**config.mk**
```make
export PLATFORM = sky130hd
export DESIGN_NAME = skin_batch_joint_splitter_top
export DESIGN_NICKNAME = d
export VERILOG_FILES = /design/src/hw/rtl/skbjs_pkg.sv /design/src/hw/rtl/skin_batch_joint_splitter_top.sv /design/src/hw/rtl/skbjs_front.sv /design/src/hw/rtl/skbjs_queue.sv /design/src/hw/rtl/skbjs_back.sv
export SDC_FILE = /design/constraint.sdc
export NUM_CORES = 2
export LEC_CHECK = 0
export ABC_AREA = 0
export BUFFER_PORTS_ARGS = -buffer_cell sky130_fd_sc_hd__buf_2
export CAP_MARGIN = 20
export CORE_ASPECT_RATIO = 1.1
export CORE_UTILIZATION = 40
export DETAILED_ROUTE_END_ITERATION = 8
export GPL_TIMING_DRIVEN = 0
export PLACE_DENSITY_LB_ADDON = 0.2
export SYNTH_ARGS = -nofsm -noshare
export SYNTH_HDL_FRONTEND = slang
export SYNTH_SLANG_ARGS = --single-unit
```
**constraint.sdc**
```tcl
create_clock -name clock -period 11.71 [get_ports clock]
set_input_delay 0.5855 -clock clock [delete_from_list [all_inputs] [get_ports clock]]
set_output_delay 0.5855 -clock clock [all_outputs]
set_load 0.05 [all_outputs]
```
**src/hw/rtl/skbjs_pkg.sv**
```systemverilog
// skbjs_pkg: shared constants and types of the skin batch joint splitter.
// Used by every module of the block; depends on nothing.
package skbjs_pkg;

   localparam int JOINT_W        = 16;
   localparam int MAX_JOINTS_DEF = 32;
   localparam int FACE_CAP       = 12;
   localparam int FACE_CNT_W     = 4;
   localparam int LIM_MIN        = 12;
   localparam int CFG_W          = 6;
   localparam int QUEUE_DEPTH    = 2;
   localparam int FACES_W        = 16;

   localparam logic [JOINT_W-1:0] JOINT_NONE = 16'hFFFF;
   localparam logic [CFG_W-1:0]   CFG_RESET  = 6'd32;
   localparam logic [FACES_W-1:0] FACES_MAX  = 16'hFFFF;

   // One vertex word as classified by the front end.
   typedef struct packed {
      logic [3:0][JOINT_W-1:0] joints;
      logic                    face_start;
      logic                    face_end;
      logic                    subset_end;
   } vtx_type;

   // Queue status seen by both ends.
   typedef struct packed {
      logic full;
      logic empty;
   } q_stat_type;

endpackage

```
**src/hw/rtl/skin_batch_joint_splitter_top.sv**
```systemverilog
// skin_batch_joint_splitter_top: top level of the skin batch joint splitter.
// Depends on skbjs_pkg, skbjs_front, skbjs_queue and skbjs_back.
//
//  channel | ports                      | direction | moves
//  --------+----------------------------+-----------+------------------------------
//  req     | req_valid/req_stall/fields | in        | one vertex word (4 joints)
//  rsp     | rsp_valid/rsp_stall/fields | out       | one joint word of a group
//  csr     | csr_wr_en/csr_wr_data      | in        | joint limit register
//
// In the back end a vertex word is popped from the queue and its joints are inserted
// one by one into the sorted face chain. The third vertex then checks the face
// joints against the group chain and, when they fit, merges them into it; a closed
// group then emits its joint words one after another.
// Reset clears the control state and the group; cells hold no reset value.
// A stall on rsp holds the output register and, while a group is emitted, the back
// end; the queue lets the front keep taking words until it fills.
module skin_batch_joint_splitter_top import skbjs_pkg::*; #(
   parameter int MAX_JOINTS = MAX_JOINTS_DEF
) (
   input  logic               clock,
   input  logic               reset,
   input  logic               csr_wr_en,
   input  logic [CFG_W-1:0]   csr_wr_data,
   input  logic               req_valid,
   output logic               req_stall,
   input  logic [JOINT_W-1:0] req_joint_a,
   input  logic [JOINT_W-1:0] req_joint_b,
   input  logic [JOINT_W-1:0] req_joint_c,
   input  logic [JOINT_W-1:0] req_joint_d,
   input  logic               req_subset_last,
   output logic               rsp_valid,
   input  logic               rsp_stall,
   output logic [JOINT_W-1:0] rsp_group_joint,
   output logic               rsp_joint_present,
   output logic               rsp_last_of_group,
   output logic [FACES_W-1:0] rsp_group_faces,
   output logic               rsp_closed_by_end
);

   logic [CFG_W-1:0] max_joints_ff;
   q_stat_type       q_stat;
   logic             push, pop;
   vtx_type          push_data, pop_data;

   // Hold the joint limit; write only while idle.
   always_ff @(posedge clock) begin
      if (reset) begin
         max_joints_ff <= CFG_RESET;
      end else if (csr_wr_en) begin
         max_joints_ff <= csr_wr_data;
      end
   end

   // Front: take vertex words, tag face and subset boundaries.
   skbjs_front u_front (
      .clock           (clock),
      .reset           (reset),
      .req_valid       (req_valid),
      .req_stall       (req_stall),
      .req_joint_a     (req_joint_a),
      .req_joint_b     (req_joint_b),
      .req_joint_c     (req_joint_c),
      .req_joint_d     (req_joint_d),
      .req_subset_last (req_subset_last),
      .q_stat          (q_stat),
      .push            (push),
      .push_data       (push_data)
   );

   // Queue: decouple the front from the back.
   skbjs_queue #(.DEPTH(QUEUE_DEPTH)) u_queue (
      .clock     (clock),
      .reset     (reset),
      .push      (push),
      .push_data (push_data),
      .pop       (pop),
      .pop_data  (pop_data),
      .q_stat    (q_stat)
   );

   // Back: build sets, split groups, emit joint words.
   skbjs_back #(.MAX_JOINTS(MAX_JOINTS)) u_back (
      .clock             (clock),
      .reset             (reset),
      .max_joints        (max_joints_ff),
      .q_stat            (q_stat),
      .pop_data          (pop_data),
      .pop               (pop),
      .rsp_valid         (rsp_valid),
      .rsp_stall         (rsp_stall),
      .rsp_group_joint   (rsp_group_joint),
      .rsp_joint_present (rsp_joint_present),
      .rsp_last_of_group (rsp_last_of_group),
      .rsp_group_faces   (rsp_group_faces),
      .rsp_closed_by_end (rsp_closed_by_end)
   );

   // An empty group word is always the last of its group.
   a_empty_is_last: assert property (@(posedge clock) disable iff (reset)
      rsp_valid && !rsp_joint_present |-> rsp_last_of_group)
      else $error("empty group word not marked last");

   // The queue never takes a word when full nor gives one when empty.
   a_queue_bounds: assert property (@(posedge clock) disable iff (reset)
      !(push && q_stat.full) && !(pop && q_stat.empty))
      else $error("queue overflow or underflow");

   // No result word right after reset.
   a_reset_quiet: assert property (@(posedge clock)
      $past(reset) |-> !rsp_valid)
      else $error("result word valid after reset");

endmodule

```
**src/hw/rtl/skbjs_front.sv**
```systemverilog
// skbjs_front: accepts vertex words and tags face start, face end and subset end.
// Depends on skbjs_pkg.
module skbjs_front import skbjs_pkg::*; (
   input  logic               clock,
   input  logic               reset,
   input  logic               req_valid,
   output logic               req_stall,
   input  logic [JOINT_W-1:0] req_joint_a,
   input  logic [JOINT_W-1:0] req_joint_b,
   input  logic [JOINT_W-1:0] req_joint_c,
   input  logic [JOINT_W-1:0] req_joint_d,
   input  logic               req_subset_last,
   input  q_stat_type         q_stat,
   output logic               push,
   output vtx_type            push_data
);

   logic [1:0] phase_ff, phase_in;

   assign req_stall = q_stat.full;
   assign push      = req_valid && !q_stat.full;

   always_comb begin
      push_data.joints     = {req_joint_d, req_joint_c, req_joint_b, req_joint_a};
      push_data.face_start = (phase_ff == 2'd0);
      push_data.face_end   = (phase_ff == 2'd2);
      push_data.subset_end = (phase_ff == 2'd2) && req_subset_last;
      phase_in = phase_ff;
      if (push) begin
         phase_in = (phase_ff == 2'd2) ? 2'd0 : phase_ff + 2'd1;
      end
   end

   always_ff @(posedge clock) begin
      if (reset) begin
         phase_ff <= 2'd0;
      end else begin
         phase_ff <= phase_in;
      end
   end

endmodule

```
**src/hw/rtl/skbjs_queue.sv**
```systemverilog
// skbjs_queue: short queue of classified vertex words between front and back.
// Depends on skbjs_pkg.
module skbjs_queue import skbjs_pkg::*; #(
   parameter int DEPTH = QUEUE_DEPTH
) (
   input  logic       clock,
   input  logic       reset,
   input  logic       push,
   input  vtx_type    push_data,
   input  logic       pop,
   output vtx_type    pop_data,
   output q_stat_type q_stat
);

   localparam int PTR_W = (DEPTH > 1) ? $clog2(DEPTH) : 1;
   localparam int CNT_W = $clog2(DEPTH + 1);

   vtx_type            entry_ff [DEPTH];
   logic [PTR_W-1:0]   wr_ff, wr_in, rd_ff, rd_in;
   logic [CNT_W-1:0]   cnt_ff, cnt_in;

   assign q_stat.full  = (cnt_ff == CNT_W'(DEPTH));
   assign q_stat.empty = (cnt_ff == '0);
   assign pop_data     = entry_ff[rd_ff];

   always_comb begin
      wr_in  = wr_ff;
      rd_in  = rd_ff;
      cnt_in = cnt_ff;
      if (push) begin
         wr_in = (wr_ff == PTR_W'(DEPTH - 1)) ? '0 : wr_ff + 1'b1;
      end
      if (pop) begin
         rd_in = (rd_ff == PTR_W'(DEPTH - 1)) ? '0 : rd_ff + 1'b1;
      end
      if (push && !pop) begin
         cnt_in = cnt_ff + 1'b1;
      end else if (pop && !push) begin
         cnt_in = cnt_ff - 1'b1;
      end
   end

   always_ff @(posedge clock) begin
      if (reset) begin
         wr_ff  <= '0;
         rd_ff  <= '0;
         cnt_ff <= '0;
      end else begin
         wr_ff  <= wr_in;
         rd_ff  <= rd_in;
         cnt_ff <= cnt_in;
      end
   end

   always_ff @(posedge clock) begin
      if (push) begin
         entry_ff[wr_ff] <= push_data;
      end
   end

endmodule

```
**src/hw/rtl/skbjs_back.sv**
```systemverilog
// skbjs_back: builds face joint sets, merges them into the group set, emits groups.
// Depends on skbjs_pkg.
module skbjs_back import skbjs_pkg::*; #(
   parameter int MAX_JOINTS = MAX_JOINTS_DEF
) (
   input  logic               clock,
   input  logic               reset,
   input  logic [CFG_W-1:0]   max_joints,
   input  q_stat_type         q_stat,
   input  vtx_type            pop_data,
   output logic               pop,
   output logic               rsp_valid,
   input  logic               rsp_stall,
   output logic [JOINT_W-1:0] rsp_group_joint,
   output logic               rsp_joint_present,
   output logic               rsp_last_of_group,
   output logic [FACES_W-1:0] rsp_group_faces,
   output logic               rsp_closed_by_end
);

   localparam int CNT_W = $clog2(MAX_JOINTS + 1);
   localparam int SUM_W = ((CNT_W > CFG_W) ? CNT_W : CFG_W) + 1;

   localparam logic [2:0] ST_IDLE  = 3'd0;
   localparam logic [2:0] ST_FACE  = 3'd1;
   localparam logic [2:0] ST_CHECK = 3'd2;
   localparam logic [2:0] ST_MERGE = 3'd3;
   localparam logic [2:0] ST_EMIT  = 3'd4;

   logic [2:0]            state_ff, state_in;
   vtx_type               item_ff, item_in;
   logic [1:0]            jsel_ff, jsel_in;
   logic [FACE_CNT_W-1:0] fidx_ff, fidx_in, fcnt_ff, fcnt_in, newc_ff, newc_in;
   logic [JOINT_W-1:0]    face_ff [FACE_CAP];
   logic [JOINT_W-1:0]    face_in [FACE_CAP];
   logic [JOINT_W-1:0]    grp_ff [MAX_JOINTS];
   logic [JOINT_W-1:0]    grp_in [MAX_JOINTS];
   logic [CNT_W-1:0]      gcnt_ff, gcnt_in, left_ff, left_in;
   logic [FACES_W-1:0]    faces_ff, faces_in;
   logic                  by_end_ff, by_end_in;
   logic                  ov_ff, ov_in;
   logic [JOINT_W-1:0]    oid_ff, oid_in;
   logic                  opres_ff, opres_in, olast_ff, olast_in, oend_ff, oend_in;
   logic [FACES_W-1:0]    ofaces_ff, ofaces_in;

   logic [JOINT_W-1:0]    fv, gv;
   logic [FACE_CAP-1:0]   f_lt, f_eq;
   logic [MAX_JOINTS-1:0] g_lt, g_eq;
   logic                  f_hit, g_hit;
   logic [SUM_W-1:0]      lim, total;
   logic                  out_free;

   assign rsp_valid         = ov_ff;
   assign rsp_group_joint   = oid_ff;
   assign rsp_joint_present = opres_ff;
   assign rsp_last_of_group = olast_ff;
   assign rsp_group_faces   = ofaces_ff;
   assign rsp_closed_by_end = oend_ff;
   assign out_free          = !ov_ff || !rsp_stall;
   assign pop               = (state_ff == ST_IDLE) && !q_stat.empty;

   // Clamp the limit to LIM_MIN..MAX_JOINTS.
   always_comb begin
      lim = SUM_W'(max_joints);
      if (lim < SUM_W'(LIM_MIN)) begin
         lim = SUM_W'(LIM_MIN);
      end else if (lim > SUM_W'(MAX_JOINTS)) begin
         lim = SUM_W'(MAX_JOINTS);
      end
      total = SUM_W'(gcnt_ff) + SUM_W'(newc_ff);
   end

   // Compare cells of both sorted chains against the joint on hand.
   always_comb begin
      fv = item_ff.joints[jsel_ff];
      gv = face_ff[fidx_ff];
      for (int i = 0; i < FACE_CAP; i++) begin
         f_lt[i] = (FACE_CNT_W'(i) < fcnt_ff) && (face_ff[i] < fv);
         f_eq[i] = (FACE_CNT_W'(i) < fcnt_ff) && (face_ff[i] == fv);
      end
      for (int i = 0; i < MAX_JOINTS; i++) begin
         g_lt[i] = (CNT_W'(i) < gcnt_ff) && (grp_ff[i] < gv);
         g_eq[i] = (CNT_W'(i) < gcnt_ff) && (grp_ff[i] == gv);
      end
      f_hit = |f_eq;
      g_hit = |g_eq;
   end

   always_comb begin
      state_in  = state_ff;
      item_in   = item_ff;
      jsel_in   = jsel_ff;
      fidx_in   = fidx_ff;
      fcnt_in   = fcnt_ff;
      newc_in   = newc_ff;
      face_in   = face_ff;
      grp_in    = grp_ff;
      gcnt_in   = gcnt_ff;
      left_in   = left_ff;
      faces_in  = faces_ff;
      by_end_in = by_end_ff;
      ov_in     = ov_ff && rsp_stall;
      oid_in    = oid_ff;
      opres_in  = opres_ff;
      olast_in  = olast_ff;
      ofaces_in = ofaces_ff;
      oend_in   = oend_ff;
      unique case (state_ff)
         ST_IDLE: begin
            if (!q_stat.empty) begin
               item_in  = pop_data;
               jsel_in  = 2'd0;
               if (pop_data.face_start) begin
                  fcnt_in = '0;
               end
               state_in = ST_FACE;
            end
         end
         ST_FACE: begin
            // Insert one vertex joint into the face chain.
            if (fv != JOINT_NONE && !f_hit && fcnt_ff < FACE_CNT_W'(FACE_CAP)) begin
               if (!f_lt[0]) begin
                  face_in[0] = fv;
               end
               for (int i = 1; i < FACE_CAP; i++) begin
                  if (!f_lt[i]) begin
                     face_in[i] = f_lt[i-1] ? fv : face_ff[i-1];
                  end
               end
               fcnt_in = fcnt_ff + 1'b1;
            end
            jsel_in = jsel_ff + 2'd1;
            if (jsel_ff == 2'd3) begin
               if (item_ff.face_end) begin
                  fidx_in  = '0;
                  newc_in  = '0;
                  state_in = ST_CHECK;
               end else begin
                  state_in = ST_IDLE;
               end
            end
         end
         ST_CHECK: begin
            // Count face joints missing from the group.
            if (fidx_ff == fcnt_ff) begin
               fidx_in = '0;
               if (total > lim) begin
                  by_end_in = 1'b0;
                  left_in   = gcnt_ff;
                  state_in  = ST_EMIT;
               end else begin
                  state_in = ST_MERGE;
               end
            end else begin
               if (!g_hit) begin
                  newc_in = newc_ff + 1'b1;
               end
               fidx_in = fidx_ff + 1'b1;
            end
         end
         ST_MERGE: begin
            if (fidx_ff == fcnt_ff) begin
               if (faces_ff != FACES_MAX) begin
                  faces_in = faces_ff + 1'b1;
               end
               if (item_ff.subset_end) begin
                  by_end_in = 1'b1;
                  left_in   = gcnt_ff;
                  state_in  = ST_EMIT;
               end else begin
                  state_in = ST_IDLE;
               end
            end else begin
               if (!g_hit) begin
                  if (!g_lt[0]) begin
                     grp_in[0] = gv;
                  end
                  for (int i = 1; i < MAX_JOINTS; i++) begin
                     if (!g_lt[i]) begin
                        grp_in[i] = g_lt[i-1] ? gv : grp_ff[i-1];
                     end
                  end
                  gcnt_in = gcnt_ff + 1'b1;
               end
               fidx_in = fidx_ff + 1'b1;
            end
         end
         ST_EMIT: begin
            if (out_free) begin
               ov_in     = 1'b1;
               ofaces_in = faces_ff;
               oend_in   = by_end_ff;
               oid_in    = (gcnt_ff == '0) ? '0 : grp_ff[0];
               opres_in  = (gcnt_ff != '0);
               olast_in  = (gcnt_ff == '0) || (left_ff == CNT_W'(1));
               // Advance the chain toward cell zero.
               for (int i = 0; i < MAX_JOINTS - 1; i++) begin
                  grp_in[i] = grp_ff[i+1];
               end
               left_in = left_ff - 1'b1;
               if ((gcnt_ff == '0) || (left_ff == CNT_W'(1))) begin
                  if (by_end_ff) begin
                     gcnt_in  = '0;
                     faces_in = '0;
                     state_in = ST_IDLE;
                  end else begin
                     // Restart the group from the splitting face.
                     for (int i = 0; i < FACE_CAP; i++) begin
                        grp_in[i] = face_ff[i];
                     end
                     gcnt_in  = CNT_W'(fcnt_ff);
                     faces_in = FACES_W'(1);
                     if (item_ff.subset_end) begin
                        by_end_in = 1'b1;
                        left_in   = CNT_W'(fcnt_ff);
                     end else begin
                        state_in = ST_IDLE;
                     end
                  end
               end
            end
         end
         default: begin
            state_in = ST_IDLE;
         end
      endcase
   end

   always_ff @(posedge clock) begin
      if (reset) begin
         state_ff <= ST_IDLE;
         gcnt_ff  <= '0;
         faces_ff <= '0;
         fcnt_ff  <= '0;
         ov_ff    <= 1'b0;
      end else begin
         state_ff <= state_in;
         gcnt_ff  <= gcnt_in;
         faces_ff <= faces_in;
         fcnt_ff  <= fcnt_in;
         ov_ff    <= ov_in;
      end
   end

   always_ff @(posedge clock) begin
      item_ff   <= item_in;
      jsel_ff   <= jsel_in;
      fidx_ff   <= fidx_in;
      newc_ff   <= newc_in;
      face_ff   <= face_in;
      grp_ff    <= grp_in;
      left_ff   <= left_in;
      by_end_ff <= by_end_in;
      oid_ff    <= oid_in;
      opres_ff  <= opres_in;
      olast_ff  <= olast_in;
      ofaces_ff <= ofaces_in;
      oend_ff   <= oend_in;
   end

endmodule

```
Word-level counts from Yosys, hierarchy flattened
Memory sizes are Yosys's and may differ from the RTL's. A register that Yosys moved wholly into a read port is not among the register bits.
Cells that the tools add are included.

storage, ports and cells
  flip-flop bits (word level) = 864
  latch bits = 0
  memory bits (writable) = 134
  memory bits (read-only) = 0
  bits of input ports = 76
  output and inout bits = 37
  memories kept = 1

memory list
  memory            depth  width  rd ports  clocked after Yosys merged registers in  wr ports  RTL line           source
  u_queue.entry_ff  2      67     1         1                                        1         skbjs_queue.sv:18  vtx_type entry_ff [DEPTH];

operators by class
  add/subtract/negate cells = 13
  $mul = 0
  divide/modulo/power cells = 0
  $lt $le $gt $ge = 94
  equal/unequal tests = 103
  shifts and indexed selects = 0
  multiplexer cells = 154
  bitwise gates (word level) = 17
  reductions and logical operators = 173

operator list
  operator                                                              count
  16-bit 2-to-1 mux                                                     81
  512-bit 2-to-1 mux                                                    2
  496-bit case mux with 2 select lines                                  1
  16-bit equality test                                                  44
  16-bit < comparator                                                   44
  496-bit 2-to-1 mux                                                    1
  192-bit 2-to-1 mux                                                    2
  5-bit AND reduction                                                   34
  1-bit logical AND                                                     96
  5-bit by 6-bit < comparator with 1-bit output (first input constant)  16
  6-bit 2-to-1 mux                                                      13
  2-bit != test (second input constant)                                 36
  16-bit binary-select mux with 4-bit select                            1
  4-bit by 6-bit < comparator with 1-bit output (first input constant)  8
  4-bit 2-to-1 mux                                                      10
  3-bit AND reduction                                                   12
  16-bit binary-select mux with 2-bit select                            1
  16-bit != test (second input constant)                                2
  16-bit case mux with 2 select lines                                   1
  32-bit OR reduction                                                   1
  3-bit 2-to-1 mux                                                      10
  3-bit by 6-bit < comparator with 1-bit output (first input constant)  4
  2-bit by 1-bit != test with 1-bit output (second input constant)      11
  6-bit case mux with 3 select lines                                    1
  other kinds (51)                                                      122

Logic depth before layout (Yosys ltp)
  word-level depth = 11
  mapped depth = 18
  gate-level depth less buffers = 14

Hierarchy
From an unflattened synthesis, not the netlist that was laid out.

unflattened totals
  cell total of the unflattened synthesis = 5817
  area, all modules = 66625.1 sq um

modules (own cells, without submodules)
  module                         instances  cells an instance  area each (sq um)  sequential area each (sq um)
  skbjs_back                     1          5492               60660.7            25284.2
  skbjs_queue                    1          230                5154.9             4124.0
  skbjs_front                    1          76                 591.8              40.0
  skin_batch_joint_splitter_top  1          19                 217.7              120.1

Worst setup path before layout
No wires, ideal clock.

  kind = reg-to-reg
  start = register u_back.fidx_ff[0]
  end = register u_back.grp_ff[144] (netlist bit), enable pin
  setup time = 0.394 ns
  arrival time = 5.136 ns
  setup slack = 6.180 ns
  stages on the path, launching flop included = 17
  period minus slack after synthesis = 5.530 ns
  cell sequence = edfxtp_1 buf_2 buf_4 buf_2 mux4_2 mux2i_1 o22ai_1 clkbuf_1 ha_1 nand4_1 nor4_1 o21ai_0 nand4b_4 nor4_4 a31oi_1 clkbuf_1 a21oi_1

between the ends
  cells in the longest elaborated chain, start to end = 9

ends and longest elaborated chain
  element                                                                      RTL line           source
  start, declared                                                              skbjs_back.sv:33   logic [FACE_CNT_W-1:0] fidx_ff, fidx_in, fcnt_ff, fcnt_in, newc_ff, newc_in;
  start signal, assigned                                                       skbjs_back.sv:248  fidx_ff <= fidx_in;
  parallel branches: the longest is 8 deep, another holds 16-bit < comparator  -
  5-bit AND reduction (no line) (*)                                            -
  end signal, assigned                                                         skbjs_back.sv:251  grp_ff <= grp_in;
  end, declared                                                                skbjs_back.sv:36   logic [JOINT_W-1:0] grp_ff [MAX_JOINTS];

Mark *: on every way between the ends. The select of a mux whose other input is x is not followed.
A chain may end at the register's enable or synchronous reset.

==> metrics.md <==
| Metric | Value |
|---|---|
| Vias in the first global route | `around 52000` |
| Hold Path Class | `input pin to flip-flop` |
| Per-cell routed wire length | `33.8 µm` |
| Min-Delay Path Depth | `3` |
| Tcrit/Tclk final | `between 70% and 80%` |
| Iter 0 DRT Violations | `about 6000` |
| Synthesis-stage register bit count | `between 900 and 1000` |
| Post-CTS sizing | `0` |
| Max-slew violations | `0` |
| Std cell rows | `155` |
| Max incr delay on CP | `1.01 ns` |
| First-pass GRT wire length | `~390 mm` |
| CP arrival | `~9 ns` |
| Root buffer cell | `clkbuf_16` |
| Post-Place Cell Area | `roughly 70000 µm²` |
| Die area | `about 170000 µm²` |
| RSZ-0062 raised after global routing | `false` |
| Hold Crit Start | `csr_wr_data[2]` |
| Pwr/cell area | `232 nW/µm²` |
| Worst R2R Setup Slack | `between 3 and 4 ns` |
| Cts bufs inserted | `between 100 and 150` |
| Final ANT Viol Nets | `0` |
| Reg2reg start | `u_back.fidx_ff[1]` |
| Max-cap viol count | `0` |
| Commonest non-fill, non-tap cell in the layout | `edfxtp_1` |
| Critical Path Sink Type | `flip-flop` |
| Top_reg_cell synth | `edfxtp_1` |
| Detailed Route WL | `279 mm` |
| Htree depth | `3` |
| Critical Path RT | `approximately 12 ns` |
| IO Pins | `between 100 and 150` |
| Peak supply drop | `approximately 0.27 mV` |
| Post-Syn Nets | `around 6500` |
| HPWL Detailed | `around 210 mm` |
| FFs w/ async S/R, synth | `0%` |
| Sequential area share after synthesis | `45.0%` |
| Grt ovf | `0` |
| DR vias | `roughly 54000` |
| Crit-path most repeated cell | `clkbuf_1` |
| Post-Synthesis Cells | `between 5000 and 6000` |
| Synth Cell Area | `~66000 µm²` |
| Startpoint Class | `flip-flop` |
| Min cycle time layout | `approximately 8.3 ns` |
| Initial core utilization | `between 40% and 50%` |
| Fin area | `between 70000 and 80000 µm²` |
| Clock Skew | `0.0449 ns` |
| Final Total Pwr | `around 0.017 W` |
| Crit path max-delay family | `buffers and inverters` |
| Min Hold Slack | `0.0574 ns` |
| Die Y | `427 µm` |
| Remaining DRCs | `0` |
| Area Growth Syn to Fin | `13.4%` |
| Final setup violation count | `0` |
| Initial antenna violation count | `28` |
| Achievable frequency | `roughly 120 MHz` |
| Length of the first detailed-routing pass in iterations | `8` |
| Buf/Inv on CP | `6` |
| Avg Vias per Cell | `~6.5` |
| Most frequent cells in the layout | `956 x edfxtp_1, 710 x ha_1, 545 x mux2i_1` |
| Syn avg cell area | `11.5 µm²` |
| Nets | `between 6000 and 7000` |
| Yosys warns | `0` |
| RR Endpoint | `u_back.grp_ff[493]` |
| CTS Hold Bufs | `64` |
| Crit-path slowest cell | `nor3_1` |
| Core area | `163000 µm²` |
| Max clock buf depth | `3` |
| Synth unique cells | `75` |
| Post-synth EDFFs | `956` |
| Hold Violations, Final | `0` |
| Hold EP | `max_joints_ff[2]` |
| GPL Wtd Cong | `1.03` |
| Pin count of the biggest net entering global routing | `69` |
| IO Port Bufs | `between 100 and 150` |
| Setup TNS | `0 ns` |
| Setup Buffers After CTS | `0` |
| Share of cells above drive strength 1 | `around 15%` |
| Critical path class | `flip-flop to flip-flop` |
| Slew headroom | `roughly 6.6%` |
| Die W | `about 400 µm` |
| Clk Latency, worst-skew pair | `0.79 ns` |
| Layout fillers | `~15000` |
| Run status | `finished, final reports clean` |
| CTS clk-pin slew, worst paths | `0.06 ns` |
| Worst slew pin tran | `about 1.4 ns` |
| Static Leak | `about 28 nW` |
| Cell Chain, Critical Path | `clkbuf_1 > clkbuf_1 > mux4_2 > mux2i_1 > o22ai_1 > inv_4 > ha_1 > nand4_1 > nor3_1 > a32oi_1 > nand4_1 > nor4_4 > nand3_1 > clkbuf_1 > clkbuf_1 > buf_16 > o22ai_1` |
| CTS Sinks | `between 900 and 1000` |
| GRT Util Overall | `approximately a third` |
| CTS tree | `done` |
| CP max FO | `36` |
| R2R depth | `17` |
## area by class of cell
cell class	count	area [µm²]	share of cell area (%)
multi-input combinational	4193	34200	45.9
sequential	999	29600	39.7
clock buffer	131	2900	3.89
tap	2119	2650	3.56
timing repair buffer	240	2210	2.97
buffer	381	1580	2.12
clock inverter	81	873	1.17
inverter	121	474	0.636
antenna	15	37.5	0.0504
## per-layer routing
metal | share of wire (%) | up-vias | global-route usage, %
met5 | 0.054 | - | 0
met2 | 45 | 3234 | 52.0
met1 | 37 | 26500 | 39.5
li1 | - | 22800 | -
met4 | 8.2 | 22 | 24.0
met3 | 9.7 | 1006 | 7.63
## worst max-delay path by stage
stage                                 start                  to  slack (ns)  cells past startpoint
after global placement    u_back.fidx_ff[0]  u_back.grp_ff[112]        0.57                     17
after detailed placement  u_back.fidx_ff[1]  u_back.grp_ff[492]        3.88                     17
after floorplan           u_back.fidx_ff[0]  u_back.grp_ff[144]        6.18                     16
final                     u_back.fidx_ff[1]  u_back.grp_ff[493]        3.43                     17
after global routing      u_back.fidx_ff[1]  u_back.grp_ff[493]        3.67                     17
after CTS                 u_back.fidx_ff[1]  u_back.grp_ff[492]        3.84                     17
## state kept, by name, summed over array words and instances (netlist names), 3 cells and up, named ones only
name / flops
u_back.item_ff: 66
u_back.rsp_group_joint: 16
u_back.fcnt_ff: 4
max_joints_ff: 6
u_back.gcnt_ff: 6
u_back.state_ff: 3
u_back.newc_ff: 4
u_back.faces_ff: 16
u_back.face_ff: 192
u_back.left_ff: 6
u_back.fidx_ff: 4
u_queue.entry_ff: 134
u_back.rsp_group_faces: 16
u_back.grp_ff: 512
## tightest hold or removal path, stage by stage
cell	delay (ns)
buf_2	0.08
mux2i_1	0.06
nor2_1	0.07
## cells by family after synthesis
logic type,share of synthesized area (%)
compound gates,12.4
xor+xnor,0.440
fa+ha+maj,13.6
buf+inv,3.04
flops,45.0
mux,16.5
simple gates,9.08
## per-stage QoR
step	util (%)	setup slack, ns	cells
floorplan	-	6.18	5694
global placement	42.3	0.572	7924
detailed placement	43.0	3.88	7985
CTS	45.7	3.84	8261
global route	45.8	3.67	8266
finish	45.8	3.43	8280
## report_power, final
part	leakage (nW)	switching, W	internal, W
Combinational	16.8	0.00543	0.00269
Sequential	9.14	0.000700	0.00471
Clock	1.83	0.00163	0.00209
## Yosys cell counts (46+ instances only)
| cell | instances | area share, % |
|---|---|---|
| a2111o_1 | 46 | 0.79 |
| a21o_1 | 105 | 1.2 |
| a21oi_1 | 268 | 2.0 |
| buf_2 | 68 | 0.52 |
| clkbuf_1 | 271 | 1.5 |
| edfxtp_1 | 956 | 44 |
| ha_1 | 710 | 14 |
| inv_1 | 120 | 0.69 |
| mux2_2 | 350 | 6.0 |
| mux2i_1 | 545 | 8.3 |
| mux4_2 | 64 | 2.2 |
| nand2_1 | 502 | 2.9 |
| nand4_1 | 160 | 1.5 |
| nor2_1 | 241 | 1.4 |
| nor2b_1 | 93 | 0.89 |
| nor3_1 | 54 | 0.41 |
| o21ai_0 | 251 | 1.9 |
| o22ai_1 | 55 | 0.52 |
| o31ai_1 | 325 | 3.7 |
(Power assumes the default switching activity.)
